===== config.mk =====
export PLATFORM = sky130hd
export DESIGN_NAME = midpoint_line_rasterizer
export DESIGN_NICKNAME = d
export VERILOG_FILES = /design/src/hw/rtl/mlr_pkg.sv /design/src/hw/rtl/mlr_walker.sv /design/src/hw/rtl/midpoint_line_rasterizer.sv
export SDC_FILE = /design/constraint.sdc
export NUM_CORES = 1
export LEC_CHECK = 0
export BUFFER_PORTS_ARGS = -buffer_cell sky130_fd_sc_hd__buf_2
export CORE_ASPECT_RATIO = 0.75
export CORE_UTILIZATION = 45
export CTS_BUF_LIST = sky130_fd_sc_hd__clkbuf_4
export DETAILED_ROUTE_END_ITERATION = 10
export GPL_ROUTABILITY_DRIVEN = 0
export GPL_TIMING_DRIVEN = 1
export PLACE_DENSITY = 0.59
export SLEW_MARGIN = 15
export SYNTH_ARGS = -nofsm -noshare
export SYNTH_HDL_FRONTEND = slang
export SYNTH_SLANG_ARGS = --single-unit

===== constraint.sdc =====
create_clock -name clk -period 18.8 [get_ports clk]
set_input_delay 2.82 -clock clk [delete_from_list [all_inputs] [get_ports clk]]
set_output_delay 2.82 -clock clk [all_outputs]
set_load 0.02 [all_outputs]

===== src/hw/rtl/mlr_pkg.sv =====
`default_nettype none

package mlr_pkg;

    localparam int COLOR_WIDTH = 24;

    localparam logic MODE_LOAD = 1'b0;
    localparam logic MODE_STEP = 1'b1;

    typedef enum logic [1:0] {
        OCT_SHALLOW_UP = 2'd0,
        OCT_SHALLOW_DN = 2'd1,
        OCT_STEEP_UP   = 2'd2,
        OCT_STEEP_DN   = 2'd3
    } octant_t;

    typedef struct packed {
        logic emit;
        logic last;
    } mlr_flags_t;

endpackage

`default_nettype wire


===== src/hw/rtl/mlr_walker.sv =====
`default_nettype none

module mlr_walker
    import mlr_pkg::*;
#(
    parameter int COORD_WIDTH = 12
)
(
    input  wire logic                          clk,
    input  wire logic                          rst_n,
    input  wire logic                          item_valid,
    input  wire logic                          fire,
    input  wire logic                          mode,
    input  wire logic signed [COORD_WIDTH-1:0] start_x,
    input  wire logic signed [COORD_WIDTH-1:0] start_y,
    input  wire logic signed [COORD_WIDTH-1:0] end_x,
    input  wire logic signed [COORD_WIDTH-1:0] end_y,
    output mlr_flags_t                         flags,
    output logic signed [COORD_WIDTH-1:0]      pixel_x,
    output logic signed [COORD_WIDTH-1:0]      pixel_y
);

    localparam int W  = COORD_WIDTH;
    localparam int DW = COORD_WIDTH + 4;
    localparam int SW = COORD_WIDTH + 2;

    logic                 active_reg, active_next;
    logic signed [W-1:0]  walk_x_reg, walk_x_next;
    logic signed [W-1:0]  walk_y_reg, walk_y_next;
    logic signed [W-1:0]  target_x_reg, target_x_next;
    logic signed [W-1:0]  target_y_reg, target_y_next;
    logic signed [DW-1:0] decision_reg, decision_next;
    logic signed [SW-1:0] step_a_reg, step_a_next;
    logic signed [SW-1:0] step_b_reg, step_b_next;
    octant_t              octant_reg, octant_next;

    // load path
    logic                 swap;
    logic signed [W-1:0]  ax, ay, bx, by;
    logic signed [W:0]    dx, dy, abs_dy;
    logic signed [DW-1:0] dx_e, dy_e;
    logic                 shallow, rising;

    // step path
    logic                 more;
    logic signed [DW-1:0] a_e, b_e;

    assign swap = start_x > end_x;
    assign ax   = swap ? end_x : start_x;
    assign ay   = swap ? end_y : start_y;
    assign bx   = swap ? start_x : end_x;
    assign by   = swap ? start_y : end_y;

    assign dx      = $signed({bx[W-1], bx}) - $signed({ax[W-1], ax});
    assign dy      = $signed({by[W-1], by}) - $signed({ay[W-1], ay});
    assign abs_dy  = dy[W] ? -dy : dy;
    assign shallow = dx >= abs_dy;
    assign rising  = !dy[W] && (dy != '0);
    assign dx_e    = {{3{dx[W]}}, dx};
    assign dy_e    = {{3{dy[W]}}, dy};

    assign a_e = {{2{step_a_reg[SW-1]}}, step_a_reg};
    assign b_e = {{2{step_b_reg[SW-1]}}, step_b_reg};

    always_comb
    begin
        case (octant_reg)
            OCT_SHALLOW_UP, OCT_SHALLOW_DN: more = walk_x_reg < target_x_reg;
            OCT_STEEP_UP:                   more = walk_y_reg < target_y_reg;
            default:                        more = walk_y_reg > target_y_reg;
        endcase
    end

    assign flags.emit = item_valid && (mode == MODE_STEP) && active_reg;
    assign flags.last = !more;
    assign pixel_x    = more ? walk_x_reg : target_x_reg;
    assign pixel_y    = more ? walk_y_reg : target_y_reg;

    always_comb
    begin
        active_next   = active_reg;
        walk_x_next   = walk_x_reg;
        walk_y_next   = walk_y_reg;
        target_x_next = target_x_reg;
        target_y_next = target_y_reg;
        decision_next = decision_reg;
        step_a_next   = step_a_reg;
        step_b_next   = step_b_reg;
        octant_next   = octant_reg;

        if (fire && (mode == MODE_LOAD))
        begin
            active_next   = 1'b1;
            walk_x_next   = ax;
            walk_y_next   = ay;
            target_x_next = bx;
            target_y_next = by;
            step_a_next   = {dy, 1'b0};
            step_b_next   = -$signed({dx, 1'b0});
            if (shallow)
            begin
                if (rising)
                begin
                    octant_next   = OCT_SHALLOW_UP;
                    decision_next = {dy_e[DW-2:0], 1'b0} - dx_e;
                end
                else
                begin
                    octant_next   = OCT_SHALLOW_DN;
                    decision_next = {dy_e[DW-2:0], 1'b0} + dx_e;
                end
            end
            else
            begin
                if (rising)
                begin
                    octant_next   = OCT_STEEP_UP;
                    decision_next = dy_e - {dx_e[DW-2:0], 1'b0};
                end
                else
                begin
                    octant_next   = OCT_STEEP_DN;
                    decision_next = dy_e + {dx_e[DW-2:0], 1'b0};
                end
            end
        end
        else if (fire && flags.emit)
        begin
            if (!more)
            begin
                active_next = 1'b0;
            end
            else
            begin
                case (octant_reg)
                    OCT_SHALLOW_UP:
                    begin
                        walk_x_next = walk_x_reg + 1'b1;
                        if (decision_reg > 0)
                        begin
                            walk_y_next   = walk_y_reg + 1'b1;
                            decision_next = decision_reg + a_e + b_e;
                        end
                        else
                        begin
                            decision_next = decision_reg + a_e;
                        end
                    end
                    OCT_SHALLOW_DN:
                    begin
                        walk_x_next = walk_x_reg + 1'b1;
                        if (decision_reg < 0)
                        begin
                            walk_y_next   = walk_y_reg - 1'b1;
                            decision_next = decision_reg + a_e - b_e;
                        end
                        else
                        begin
                            decision_next = decision_reg + a_e;
                        end
                    end
                    OCT_STEEP_UP:
                    begin
                        walk_y_next = walk_y_reg + 1'b1;
                        if (decision_reg < 0)
                        begin
                            walk_x_next   = walk_x_reg + 1'b1;
                            decision_next = decision_reg + a_e + b_e;
                        end
                        else
                        begin
                            decision_next = decision_reg + b_e;
                        end
                    end
                    default:
                    begin
                        walk_y_next = walk_y_reg - 1'b1;
                        if (decision_reg > 0)
                        begin
                            walk_x_next   = walk_x_reg + 1'b1;
                            decision_next = decision_reg + a_e - b_e;
                        end
                        else
                        begin
                            decision_next = decision_reg - b_e;
                        end
                    end
                endcase
            end
        end
    end

    always_ff @(posedge clk or negedge rst_n)
    begin
        if (!rst_n)
        begin
            active_reg   <= 1'b0;
            walk_x_reg   <= '0;
            walk_y_reg   <= '0;
            target_x_reg <= '0;
            target_y_reg <= '0;
            decision_reg <= '0;
            step_a_reg   <= '0;
            step_b_reg   <= '0;
            octant_reg   <= OCT_SHALLOW_UP;
        end
        else
        begin
            active_reg   <= active_next;
            walk_x_reg   <= walk_x_next;
            walk_y_reg   <= walk_y_next;
            target_x_reg <= target_x_next;
            target_y_reg <= target_y_next;
            decision_reg <= decision_next;
            step_a_reg   <= step_a_next;
            step_b_reg   <= step_b_next;
            octant_reg   <= octant_next;
        end
    end

endmodule

`default_nettype wire


===== src/hw/rtl/midpoint_line_rasterizer.sv =====
// Midpoint line rasterizer.
// Slave stream: tuser[0] = 0 loads a line from the two endpoints in tdata,
// tuser[0] = 1 asks for the next pixel of the active line. Loads and steps
// without an active line produce no master beat; a load replaces any line
// in progress.
// Master stream: one beat per step, tdata = {color, y, x}, tlast marks the
// exact end point, after which the line is inactive.
// cfg_wr_en/cfg_wr_data write the 24-bit RGB line color, applied to every
// pixel stepped after the write.
// Path: a step beat passes through the input register, then the result
// register, on its way to the master side.
// Throughput: one beat per clock while the master side takes results; each
// step is a compare and an add of the step terms on the line registers.
// Stall: the result register holds while m_tready is low; the input
// register still takes beats until it holds a step of an active line, then
// s_tready drops until the result is taken. Loads never wait on the master side.
// Reset: rst_n clears the line (inactive), color to 0, both streams empty.
`default_nettype none

module midpoint_line_rasterizer
    import mlr_pkg::*;
#(
    parameter int COORD_WIDTH = 12
)
(
    input  wire logic                   clk,
    input  wire logic                   rst_n,
    input  wire logic                   cfg_wr_en,
    input  wire logic [COLOR_WIDTH-1:0] cfg_wr_data,
    input  wire logic                   s_tvalid,
    output logic                        s_tready,
    // start_x, start_y, end_x, end_y
    input  wire logic [((4*COORD_WIDTH+7)/8)*8-1:0] s_tdata,
    // mode
    input  wire logic [0:0]             s_tuser,
    output logic                        m_tvalid,
    input  wire logic                   m_tready,
    // pixel_x, pixel_y, pixel_color
    output logic [((2*COORD_WIDTH+COLOR_WIDTH+7)/8)*8-1:0] m_tdata,
    // last_pixel
    output logic                        m_tlast
);

    localparam int W      = COORD_WIDTH;
    localparam int OUT_DW = ((2*COORD_WIDTH+COLOR_WIDTH+7)/8)*8;

    logic                   in_valid_reg;
    logic                   in_mode_reg;
    logic [4*W-1:0]         in_data_reg;
    logic                   out_valid_reg;
    logic signed [W-1:0]    out_x_reg, out_y_reg;
    logic [COLOR_WIDTH-1:0] out_color_reg;
    logic                   out_last_reg;
    logic [COLOR_WIDTH-1:0] color_reg;

    mlr_flags_t             flags;
    logic signed [W-1:0]    pix_x, pix_y;
    logic                   out_free, advance, emit_fire;

    assign out_free  = !out_valid_reg || m_tready;
    assign advance   = in_valid_reg && (!flags.emit || out_free);
    assign emit_fire = advance && flags.emit;
    assign s_tready  = !in_valid_reg || advance;

    mlr_walker #(
        .COORD_WIDTH(COORD_WIDTH)
    ) u_walker (
        .clk       (clk),
        .rst_n     (rst_n),
        .item_valid(in_valid_reg),
        .fire      (advance),
        .mode      (in_mode_reg),
        .start_x   (in_data_reg[W-1:0]),
        .start_y   (in_data_reg[2*W-1:W]),
        .end_x     (in_data_reg[3*W-1:2*W]),
        .end_y     (in_data_reg[4*W-1:3*W]),
        .flags     (flags),
        .pixel_x   (pix_x),
        .pixel_y   (pix_y)
    );

    always_ff @(posedge clk or negedge rst_n)
    begin
        if (!rst_n)
        begin
            in_valid_reg  <= 1'b0;
            out_valid_reg <= 1'b0;
            color_reg     <= '0;
        end
        else
        begin
            if (cfg_wr_en)
            begin
                color_reg <= cfg_wr_data;
            end
            if (s_tready)
            begin
                in_valid_reg <= s_tvalid;
            end
            if (out_free)
            begin
                out_valid_reg <= emit_fire;
            end
        end
    end

    always_ff @(posedge clk)
    begin
        if (s_tvalid && s_tready)
        begin
            in_mode_reg <= s_tuser[0];
            in_data_reg <= s_tdata[4*W-1:0];
        end
        if (emit_fire)
        begin
            out_x_reg     <= pix_x;
            out_y_reg     <= pix_y;
            out_color_reg <= color_reg;
            out_last_reg  <= flags.last;
        end
    end

    assign m_tvalid = out_valid_reg;
    assign m_tdata  = OUT_DW'({out_color_reg, out_y_reg, out_x_reg});
    assign m_tlast  = out_last_reg;

endmodule

`default_nettype wire


# Word level (Yosys, flattened, before mapping)

Cells that the tools add are included.

Add/subtract/negate cells: 16
Magnitude comparators: 7
Equal/unequal tests: 6
Muxes and demuxes: 37
Bitwise logic cells: 1
Reductions and logical operators: 25

Operator list:

| kind                                                  | count |
|---|---|
| two-way mux 12 bit                                    | 16 |
| two-way mux 16 bit                                    | 10 |
| adder 16 x 14 -> 16 bit                               | 3 |
| case mux 16 bit (3 select lines)                      | 1 |
| case mux 12 bit (3 select lines)                      | 1 |
| subtractor 16 x 14 -> 16 bit                          | 2 |
| subtractor 12 x 12 -> 13 bit                          | 2 |
| adder 12 x 1 -> 12 bit, second input constant         | 2 |
| > comparator 12 bit                                   | 2 |
| < comparator 12 bit                                   | 2 |
| case mux 12 bit (2 select lines)                      | 1 |
| > comparator 16 x 1 -> 1 bit, second input constant   | 1 |
| < comparator 16 x 1 -> 1 bit, second input constant   | 1 |
| adder 13 x 14 -> 15 bit                               | 1 |
| adder 14 x 13 -> 15 bit                               | 1 |
| subtractor 13 x 14 -> 15 bit                          | 1 |
| subtractor 14 x 13 -> 15 bit                          | 1 |
| negator 14 bit                                        | 1 |
| >= comparator 13 bit                                  | 1 |
| two-way mux 13 bit                                    | 1 |
| negator 13 bit                                        | 1 |
| nonzero test 13 bit                                   | 1 |
| subtractor 12 x 1 -> 12 bit, second input constant    | 1 |
| inequality test 3 x 1 -> 1 bit, second input constant | 3 |
| 16 further kinds                                      | 35 |

Register bits after elaboration: 218
Bits of input ports: 78
Output and inout port bits: 51
Logic and storage cells: 110

# Longest topological paths before layout

Gate-level depths: netlist of run 1.

Depth after elaboration: 8
Mapped depth: 38
Gate-level depth less buffers: 34

# Modules after synthesis

From an unflattened synthesis of run 1, not the netlist that was laid out.

Cells, all modules: 2020
Area total of the unflattened synthesis: 17874.6 sq um

By module, submodules not included:

| module                   | instances | cells each | area each (sq um) |
|---|---|---|---|
| mlr_walker               | 1         | 1861       | 13835.8 |
| midpoint_line_rasterizer | 1         | 159        | 4038.9 |

# Least setup slack after synthesis of run 1

No wires, ideal clock.

Path type: input to register
From: input port m_tready
To: register u_walker.walk_x_reg[11]
Setup time: 82 ps
Arrival time: 7305 ps
Required time: 18718 ps
Slack: 11413 ps
Cell stages on the path: 8
Path buffers: 0
Path through: nand2b_1 nor2b_1 o211ai_1 nor4_1 or3b_2 xnor2_1 nor2_1 a31oi_1

Longest elaborated chain between the ends: 6
Elaborated cells on any way between the ends: 11
Classes of those cells: eq/ne: 1; mux: 1; reduce/logical: 9

RTL lines:

| what                          | line                           | text |
|---|---|---|
| from (decl)                   | midpoint_line_rasterizer.sv:37 | `input wire logic m_tready,` |
| logical OR 1 bit              | midpoint_line_rasterizer.sv:60 | `assign out_free = !out_valid_reg \|\| m_tready;` |
| logical OR 1 bit              | midpoint_line_rasterizer.sv:61 | `assign advance = in_valid_reg && (!flags.emit \|\| out_free);` |
| logical AND 1 bit             | midpoint_line_rasterizer.sv:61 |  |
| logical AND 1 bit             | -                              |  |
| via emit_fire                 | midpoint_line_rasterizer.sv:58 | `logic out_free, advance, emit_fire;` |
| nonzero test 2 bit (no line)  | -                              |  |
| AND reduction 4 bit (no line) | -                              |  |
| to (signal assigned)          | mlr_walker.sv:210              | `walk_x_reg <= walk_x_next;` |
| to (decl)                     | mlr_walker.sv:28               | `logic signed [W-1:0] walk_x_reg, walk_x_next;` |

The timed path passes the listed nets, and every way through them passes these cells.
A chain may end at the register's enable or synchronous reset.

# Worst setup path after layout of run 1

From: register in_data_reg[35]
To: register u_walker.decision_reg[15]

Longest elaborated chain between the ends: 8
Elaborated cells on any way between the ends: 21
Classes of those cells: add/sub: 7; order compare: 2; mux: 9; reduce/logical: 3

RTL lines:

| what                                                           | line                               | text |
|---|---|---|
| from (decl)                                                    | midpoint_line_rasterizer.sv:49     | `logic [4*W-1:0] in_data_reg;` |
| from (signal assigned)                                         | midpoint_line_rasterizer.sv:112    | `in_data_reg <= s_tdata[4*W-1:0];` |
| > comparator 12 bit (*)                                        | mlr_walker.sv:48                   | `assign swap = start_x > end_x;` |
| two-way mux 12 bit (on tied branches)                          | mlr_walker.sv:52, mlr_walker.sv:50 |  |
| subtractor 12 x 12 -> 13 bit (*)                               | mlr_walker.sv:55                   | `assign dy = $signed({by[W-1], by}) - $signed({ay[W-1], ay});` |
| via u_walker.dy[12]                                            | mlr_walker.sv:40                   | `logic signed [W:0] dx, dy, abs_dy;` |
| negator 13 bit, or another cell as far along                   | mlr_walker.sv:56                   | `assign abs_dy = dy[W] ? -dy : dy;` |
| two-way mux 13 bit / logical AND 1 bit (equally long branches) | mlr_walker.sv:56, mlr_walker.sv:58 |  |
| >= comparator 13 bit, or another cell as far along             | mlr_walker.sv:57                   | `assign shallow = dx >= abs_dy;` |
| two-way mux 16 bit (*)                                         | mlr_walker.sv:100                  | `if (shallow)` |
| two-way mux 16 bit (*)                                         | mlr_walker.sv:91                   | `if (fire && (mode == MODE_LOAD))` |
| to (signal assigned)                                           | mlr_walker.sv:214                  | `decision_reg <= decision_next;` |
| to (decl)                                                      | mlr_walker.sv:32                   | `logic signed [DW-1:0] decision_reg, decision_next;` |

The timed path passes the listed nets; every way through them passes the cells marked *.

==> results of run 1 <==
-- logic make-up (layout without fill, tap and decap cells) --
logic type	Yosys count	after routing	synth area share
AO/OA/AOI/OAI	599	599	0.219
other	0	2	0
multiplexers	62	62	0.0364
flip-flops	217	217	0.327
adder cells (fa/ha/maj)	187	187	0.131
XOR/XNOR	140	140	0.0686
buffers and inverters	228	403	0.0501
AND/OR/NAND/NOR	641	641	0.168
-- worst register-to-register path, delay by kind of cell, from the launching register on --
kind | cells | cell delay (ps)
flip-flops | 1 | 390
AND/OR/NAND/NOR | 10 | 1920
multiplexers | 1 | 310
adder cells (fa/ha/maj) | 2 | 840
AO/OA/AOI/OAI | 14 | 3690
buffers and inverters | 5 | 1070
-- worst max path at each step --
stage | from | slack, ps | endpoint | depth (start not counted)
after global placement | in_data_reg[35]$_DFFE_PP_ | 10940 | u_walker.decision_reg[15]$_DFFE_PN0P_ | 32
after global routing | in_data_reg[11]$_DFFE_PP_ | 9920 | u_walker.decision_reg[15]$_DFFE_PN0P_ | 33
after floorplan | m_tready | 11410 | u_walker.walk_x_reg[11]$_DFFE_PN0P_ | 8
final | in_data_reg[35]$_DFFE_PP_ | 10580 | u_walker.decision_reg[15]$_DFFE_PN0P_ | 32
after CTS | in_data_reg[35]$_DFFE_PP_ | 10630 | u_walker.decision_reg[15]$_DFFE_PN0P_ | 32
after detailed placement | in_data_reg[11]$_DFFE_PP_ | 10690 | u_walker.decision_reg[15]$_DFFE_PN0P_ | 31
-- cells in the mapped netlist, types with 16 or more instances --
library cell and instances:
sky130_fd_sc_hd__a211oi_1 35, sky130_fd_sc_hd__nor2_1 178, sky130_fd_sc_hd__edfxtp_1 98, sky130_fd_sc_hd__nor2b_1 29, sky130_fd_sc_hd__o21bai_1 28, sky130_fd_sc_hd__nor3_1 32
sky130_fd_sc_hd__clkbuf_1 58, sky130_fd_sc_hd__mux2i_1 32, sky130_fd_sc_hd__nand2_1 214, sky130_fd_sc_hd__a31oi_1 38, sky130_fd_sc_hd__nand2b_1 31, sky130_fd_sc_hd__a21oi_1 146
sky130_fd_sc_hd__xor2_1 23, sky130_fd_sc_hd__a221oi_1 19, sky130_fd_sc_hd__xnor2_1 115, sky130_fd_sc_hd__mux2_2 30, sky130_fd_sc_hd__inv_1 146, sky130_fd_sc_hd__a21o_1 36
sky130_fd_sc_hd__ha_1 175, sky130_fd_sc_hd__dfrtp_1 119, sky130_fd_sc_hd__nand3_1 43, sky130_fd_sc_hd__and2_1 16, sky130_fd_sc_hd__o21ai_0 142
-- per-layer routing --
layer,share of wire,up-vias
met4,0.020,0
met3,0.095,96
li1,-,7785
met1,0.48,7705
met2,0.41,624
met5,0,-
-- per-stage QoR --
step / setup WS (ps) / util / cells / area (µm²) / power, µW
finish: 10580 / 0.508 / 2771 / 20100 / 3780
global route: 9920 / 0.508 / 2771 / 20100 / 4090
CTS: 10630 / 0.508 / 2769 / 20100 / 3740
detailed placement: 10690 / 0.486 / 2662 / 19200 / 3240
global placement: 10940 / 0.486 / 2662 / 19200 / 3200
floorplan: 11410 / - / 2074 / 18100 / 2590
-- power breakdown --
part           switching [µW]  internal (µW)  total [µW]
clock network             214            268         483
logic                    1550           1000        2550
registers                 128            623         751
total                    1890           1890        3780
-- cell usage in the layout (no fill, tap or decap), types with 16 or more instances in the layout --
| cell | count |
|---|---|
| sky130_fd_sc_hd__a221oi_1 | 19 |
| sky130_fd_sc_hd__buf_4 | 21 |
| sky130_fd_sc_hd__a31oi_1 | 38 |
| sky130_fd_sc_hd__nand2b_1 | 30 |
| sky130_fd_sc_hd__xnor2_1 | 115 |
| sky130_fd_sc_hd__ha_1 | 175 |
| sky130_fd_sc_hd__and2_1 | 16 |
| sky130_fd_sc_hd__nand3_1 | 43 |
| sky130_fd_sc_hd__buf_2 | 127 |
| sky130_fd_sc_hd__a21o_1 | 36 |
| sky130_fd_sc_hd__o21ai_0 | 142 |
| sky130_fd_sc_hd__mux2_2 | 30 |
| sky130_fd_sc_hd__nand2_1 | 213 |
| sky130_fd_sc_hd__a21oi_1 | 146 |
| sky130_fd_sc_hd__nor3_1 | 32 |
| sky130_fd_sc_hd__a211oi_1 | 34 |
| sky130_fd_sc_hd__inv_1 | 146 |
| sky130_fd_sc_hd__mux2i_1 | 32 |
| sky130_fd_sc_hd__xor2_1 | 23 |
| sky130_fd_sc_hd__clkbuf_4 | 87 |
| sky130_fd_sc_hd__edfxtp_1 | 98 |
| sky130_fd_sc_hd__o21bai_1 | 28 |
| sky130_fd_sc_hd__nor2_1 | 178 |
| sky130_fd_sc_hd__nor2b_1 | 26 |
| sky130_fd_sc_hd__dfrtp_1 | 119 |
-- area by class of cell --
class	instances	area share
well taps	520	0.0324
diodes	2	0.000249
inverters	148	0.0277
clock inverters	20	0.00984
flip-flops and latches	217	0.295
clock buffers	87	0.0325
multi-input cells	1629	0.563
repair buffers	148	0.0395
==> flow_results.org, run 1 <==
** Outcome
- The run finished, with violations left.
- Violated checks :: design-rule violations

** Job
- The tool flagged a number of max-cap violations equal to 0.

** Clocking
- Post-cts gate resize count :: 0
- After clock tree synthesis, the clock-pin slew on the worst setup and hold paths is 70 ps.
- Clock tree sinks :: 217
- Worst skew pair latency :: 800 ps
- Buffers added to address setup during post-CTS repair amount to 0.
- The cell sitting at the root of the clock tree is a sky130_fd_sc_hd__clkbuf_4.
- The number of clock buffers added by TritonCTS is 58.
- The clock passes through at most 3 buffers.
- TritonCTS built the clock tree.
- Deepest level of the CTS H-tree :: 2
- Hold_buf cts :: 0

** Cells and area
- Across the whole layout, storage elements account for 0.00592 mm².
- Compared with the post-synthesis result, the final layout area differs by 11.0%.
- Number of flip-flops in the largest register :: 48
- In the final layout, the share of cells above drive strength 1 is 0.143.
- Area of combinational cells with multiple inputs :: 0.0113 mm²
- Total of fill cells in the finished design :: 3779
- At the end of the flow, the number of nets in the layout was 2462.

** Global route
- Pin count of the biggest net entering global routing :: 71
- After global routing the overflow that remains totals 0.
- Most Crowded Layer GR :: met1
- For this run, global-route usage on met2 was measured as 0.389.
- Number of global-route vias before repair :: 15410
- In the global route stage, met1 resource usage came out at 0.405.
- In the global route stage, met3 resource usage came out at 0.0649.
- Number of antenna violations at the first check in global routing :: 2
- The first global-routing pass estimated 86800 µm of wire.
- For this run, the total global-route usage over all layers was measured as 0.272.

** Timing
- Worst setup skew after layout :: 95.5 ps
- Fin Hold WS :: 440 ps
- Worst rel slew slack :: 0.270
- Static timing analysis puts the maximum clock frequency at 0.122 GHz.
- Slew at the pin closest to its max-slew limit :: 1080 ps
- Final critical path time including I/O delays and setup :: 8220 ps
- Adding up every negative setup slack in the final design gives 0 ps.
- Finish-stage setup viols :: 0
- Setup repair after global routing left no endpoint under its margin.
- The total count of hold-check failures in the final report was 0.
- Part of the cycle the worst path needs :: 0.437
- Count of pins over their slew limit :: 0

** Worst setup path
- Grouping stages by cell kind, the critical path spends the most delay in compound AO/OA/AOI/OAI gates.
- The critical path is of the reg2reg type.
- For the worst setup path, the data required time is 19530 ps.
- STA puts the critical path data arrival time at 8950 ps.
- Critical Path Max Stage Delay :: 690 ps
- In this run the register-to-register setup slack is 10580 ps.
- Worst Setup Start Kind :: flop
- Cell count of the worst reg-to-reg path :: 32
- End of the worst register-to-register path :: u_walker.decision_reg[15]$_DFFE_PN0P_
- Slowest CP cell :: sky130_fd_sc_hd__a31oi_1
- The startpoint identified for the worst register-to-register timing path is in_data_reg[35]$_DFFE_PP_.
- Capturing element type of the critical path :: flop
- Number of buffers and inverters on the critical path :: 5
- Critical path peak fanout :: 29

** Logic synthesis
- The biggest area contributor in the post-synthesis netlist is sky130_fd_sc_hd__dfrtp_1.
- Post-Syn Nets :: 2334
- Averaged over all synthesized cells, the footprint is 8.73 µm².
- Number of warnings issued by yosys :: 0
- The synthesized netlist contains 102 unique library cells.
- After synthesis, the share of flip-flops with an asynchronous set or reset is 0.548.
- For this run, the leading register cell type out of synthesis is sky130_fd_sc_hd__dfrtp_1.
- Synthesis-stage register bit count :: 217
- Post-synthesis instance area :: 0.0181 mm²
- Synth top area share :: 0.165
- In this run, synthesis inferred 98 flip-flops with an integrated enable.
- Gate Count Post-Synth :: 2074
- Register area share after synthesis :: 0.327
- Yosys attributes the largest share of cell area to sky130_fd_sc_hd__dfrtp_1 16%, sky130_fd_sc_hd__edfxtp_1 16%, sky130_fd_sc_hd__ha_1 12%.

** Routing
- # DRC :: 12
- Wires add up to 55600 µm.
- The detailed router finished its first iteration with 1444 violations.
- Average routed wire per standard cell :: 20.1 µm
- The pre-antenna-repair detailed-routing pass consisted of 8 iterations.
- Routed via count divided by cell count :: 5.85
- The detailed router placed 16210 vias in this run.
- In this run the remaining antenna-violating nets after routing total 0.

** Min path
- Counting instances, the worst hold path has a depth of 0.
- Worst Hold Launch :: color_reg[23]$_DFFE_PN0P_
- The worst hold path belongs to the class reg2reg.
- Destination of the worst hold path :: out_color_reg[23]$_DFFE_PP_

** Placement
- Detail Placement HPWL :: 42300 µm
- Input and output buffers added on the ports amount to 128.

** Floorplanning
- Pin placement for this block handled 129 I/O pins.
- Core area :: 0.0396 mm²
- The die covers 0.0410 mm².
- The die is 234 µm wide.
- Row count :: 63
- Effective utilization at floorplan :: 0.457
- From bottom edge to top edge, the die measures 176 µm.

** Power and ir drop
- The worst-case IR drop observed on VDD is 0.0973 mV.
- For this design the ratio of total power to cell area is 188 mW/mm².
- Lkg Pwr :: 0.00880 µW
No activity file was read; power rests on OpenSTA's default activity.
==> run 2: changes to the inputs <==
==> constraint.sdc (replaced) <==
create_clock -name clk -period 7.59 [get_ports clk]
set_input_delay 1.1385 -clock clk [delete_from_list [all_inputs] [get_ports clk]]
set_output_delay 1.1385 -clock clk [all_outputs]
set_load 0.02 [all_outputs]
==> flow_results.org, run 2 (synthesized netlist as in run 1, its figures left out) <==
** Worst setup path
- In this run the critical register-to-register path is captured at u_walker.decision_reg[15]$_DFFE_PN0P_.
- In this design, the stage delay of the slowest critical-path cell is 560 ps.
- At the worst endpoint, the required time is 8270 ps.
- The worst setup path is of the reg2reg kind.
- Slowest CP cell :: sky130_fd_sc_hd__or4_1
- STA classifies the critical path endpoint as a flop.
- The worst setup path is launched from a flop.
- The most critical setup path has its endpoint at u_walker.decision_reg[15]$_DFFE_PN0P_.
- Worst setup path startpoint :: in_data_reg[31]$_DFFE_PP_
- Cell count of the worst reg-to-reg path :: 35
- Critical path peak fanout :: 9
- Worst R2R Start :: in_data_reg[31]$_DFFE_PP_
- For flop-to-flop paths, the worst setup slack is 430 ps.
- Critical path data arrival time :: 7840 ps

** Floorplanning
- Number of top-level pins :: 129
- The initial utilization of the core area, before any placement, comes to 0.457.
- Die footprint :: 0.0410 mm²
- In this run the vertical extent of the chip is 176 µm.
- Row count :: 63
- The floorplan step set the die width to 234 µm.
- The region available for standard cell placement spans 0.0396 mm².

** Outcome
- Outcome :: finished with violations
- Violated checks :: design-rule violations

** Routing
- After detailed routing, the number of vias per cell comes to 5.85.
- Before antenna repair, the detailed router went through 8 iterations.
- Average routed wire per standard cell :: 20.3 µm
- # DRC :: 12
- After the first detailed-routing iteration, the DRC count stood at 1442.
- The routed design has 56500 µm of wire.
- Via count :: 16323
- The count of nets left with antenna violations once routing finished came out at 0.

** Clocking
- Counting along the longest clock path gives a buffer depth of 3.
- Cell at the root of the clock tree :: sky130_fd_sc_hd__clkbuf_4
- TritonCTS built the clock tree.
- Deepest level of the CTS H-tree :: 2
- Clock tree synthesis inserted a total of 57 buffers.
- Clock tree sinks :: 217
- Clock-pin slew was measured on the worst setup and hold paths at 70 ps.
- The later pin in the worst-skew pair is clocked with a latency of 760 ps.

** Cells and area
- For this run, the share of the core covered by cells in the final layout is 0.510.
- In the final design database the tool counted 2480 nets.
- Relative to the synthesized area, the layout overhead comes to 11.5%.
- The register with the most flip-flops in the layout has 48 of them.
- Leading cell type in the layout, fill and taps excluded :: sky130_fd_sc_hd__nand2_1
- Fill cells in the final layout number 3786.
- Fraction of final layout cells sized beyond drive strength 1 :: 0.149
- In the layout the commonest cells are 213 x sky130_fd_sc_hd__nand2_1, 178 x sky130_fd_sc_hd__nor2_1, 172 x sky130_fd_sc_hd__ha_1.

** Timing
- Setup violations remaining at the end of the flow were counted as 0.
- After layout, the minimum clock period comes to 7160 ps.
- Count of pins over their slew limit :: 0
- Final count of hold timing violations :: 0
- Timing would allow up to 0.140 GHz.
- For the pin with the worst max-slew slack, the measured transition is 1050 ps.
- Part of the cycle the worst path needs :: 0.943
- The worst pin sits at a relative slew slack of 0.298.
- Between clock sinks in the finished design, the worst skew comes to 37.7 ps.

** Job
- Across the run, the number of max-cap violations was 0.

** Global route
- Across every metal layer, demand over resource in global routing totals 0.275.
- Pin count of the biggest net entering global routing :: 74
- The first global-routing pass estimated 87700 µm of wire.
- The initial antenna violation count came to 2.
- Number of global-route vias before repair :: 15555
- Overflow after GRT :: 0

** Placement
- Summed over all nets, the half-perimeter wirelength after detailed placement is 42900 µm.
- Count of port buffers added during placement :: 128

** Power and ir drop
- The analysis attributes to cell leakage a power of 0.00883 µW.
- For this design the ratio of total power to cell area is 463 mW/mm².
- Sum of internal, switching and leakage power :: 9340 µW
- VDD sags by at most 0.205 mV.

** Min path
- Worst hold path type :: reg2reg
- Worst Hold Launch :: color_reg[23]$_DFFE_PN0P_
==> run 2: per-layer routing <==
metal  vias up  GRT usage  part of all wire
met5         -          0           0.00014
met2       590      0.390              0.40
met4         2     0.0766             0.025
met1      7799      0.415              0.49
met3        97     0.0601             0.083
li1       7835          -                 -
==> run 2: repair_timing <==
| action | in CTS | in global routing |
|---|---|---|
| buffers inserted | 0 | 2 |
| hold buffers | 0 | 0 |
| resized for setup | 0 | 17 |
| endpoints found under the hold margin | 0 | 0 |
| setup endpoints to repair | 0 | 4 |
==> run 2: final cells by class <==
type | count | area, µm² | area share
antenna | 1 | 2.50 | 0.000124
sequential | 217 | 5920 | 0.293
timing repair buffer | 167 | 940 | 0.0466
multi-input combinational | 1629 | 11300 | 0.562
clock inverter | 33 | 203 | 0.0100
inverter | 148 | 558 | 0.0277
clock buffer | 74 | 556 | 0.0275
tap | 520 | 651 | 0.0322
==> run 2: through the flow <==
| step | setup WS (ps) | cell area [µm²] | hold WS, ps | TNS (ps) | std cells |
|---|---|---|---|---|---|
| final | 432 | 20200 | 436 | 0 | 2789 |
| after global routing | -17.6 | 20200 | 457 | -17.6 | 2789 |
| after CTS | 331 | 20100 | 439 | 0 | 2786 |
| after detailed placement | 366 | 19400 | 430 | 0 | 2679 |
| after global placement | 611 | 19400 | 424 | 0 | 2679 |
| after floorplan | 393 | 18100 | 421 | 0 | 2074 |
==> run 2: where the power goes <==
part           leakage (µW)  switching, µW  internal (µW)
logic               0.00608           3860           2530
registers           0.00232            330           1540
clock network      0.000434            538            534
==> run 2: worst max-delay path, delay by kind of cell, from the launching register on <==
family	cells	cell delay, ps
compound gates	15	2580
simple gates	11	2410
fa+ha+maj	3	830
buf+inv	4	570
flops	1	420
xor+xnor	2	310
==> run 2: worst min path at each step <==
stage,to,cells after the start
after CTS,out_color_reg[23]$_DFFE_PP_,0
after detailed placement,out_color_reg[16]$_DFFE_PP_,0
after global placement,out_color_reg[18]$_DFFE_PP_,0
after floorplan,out_color_reg[0]$_DFFE_PP_,0
after global routing,out_color_reg[16]$_DFFE_PP_,0
final,out_color_reg[23]$_DFFE_PP_,0
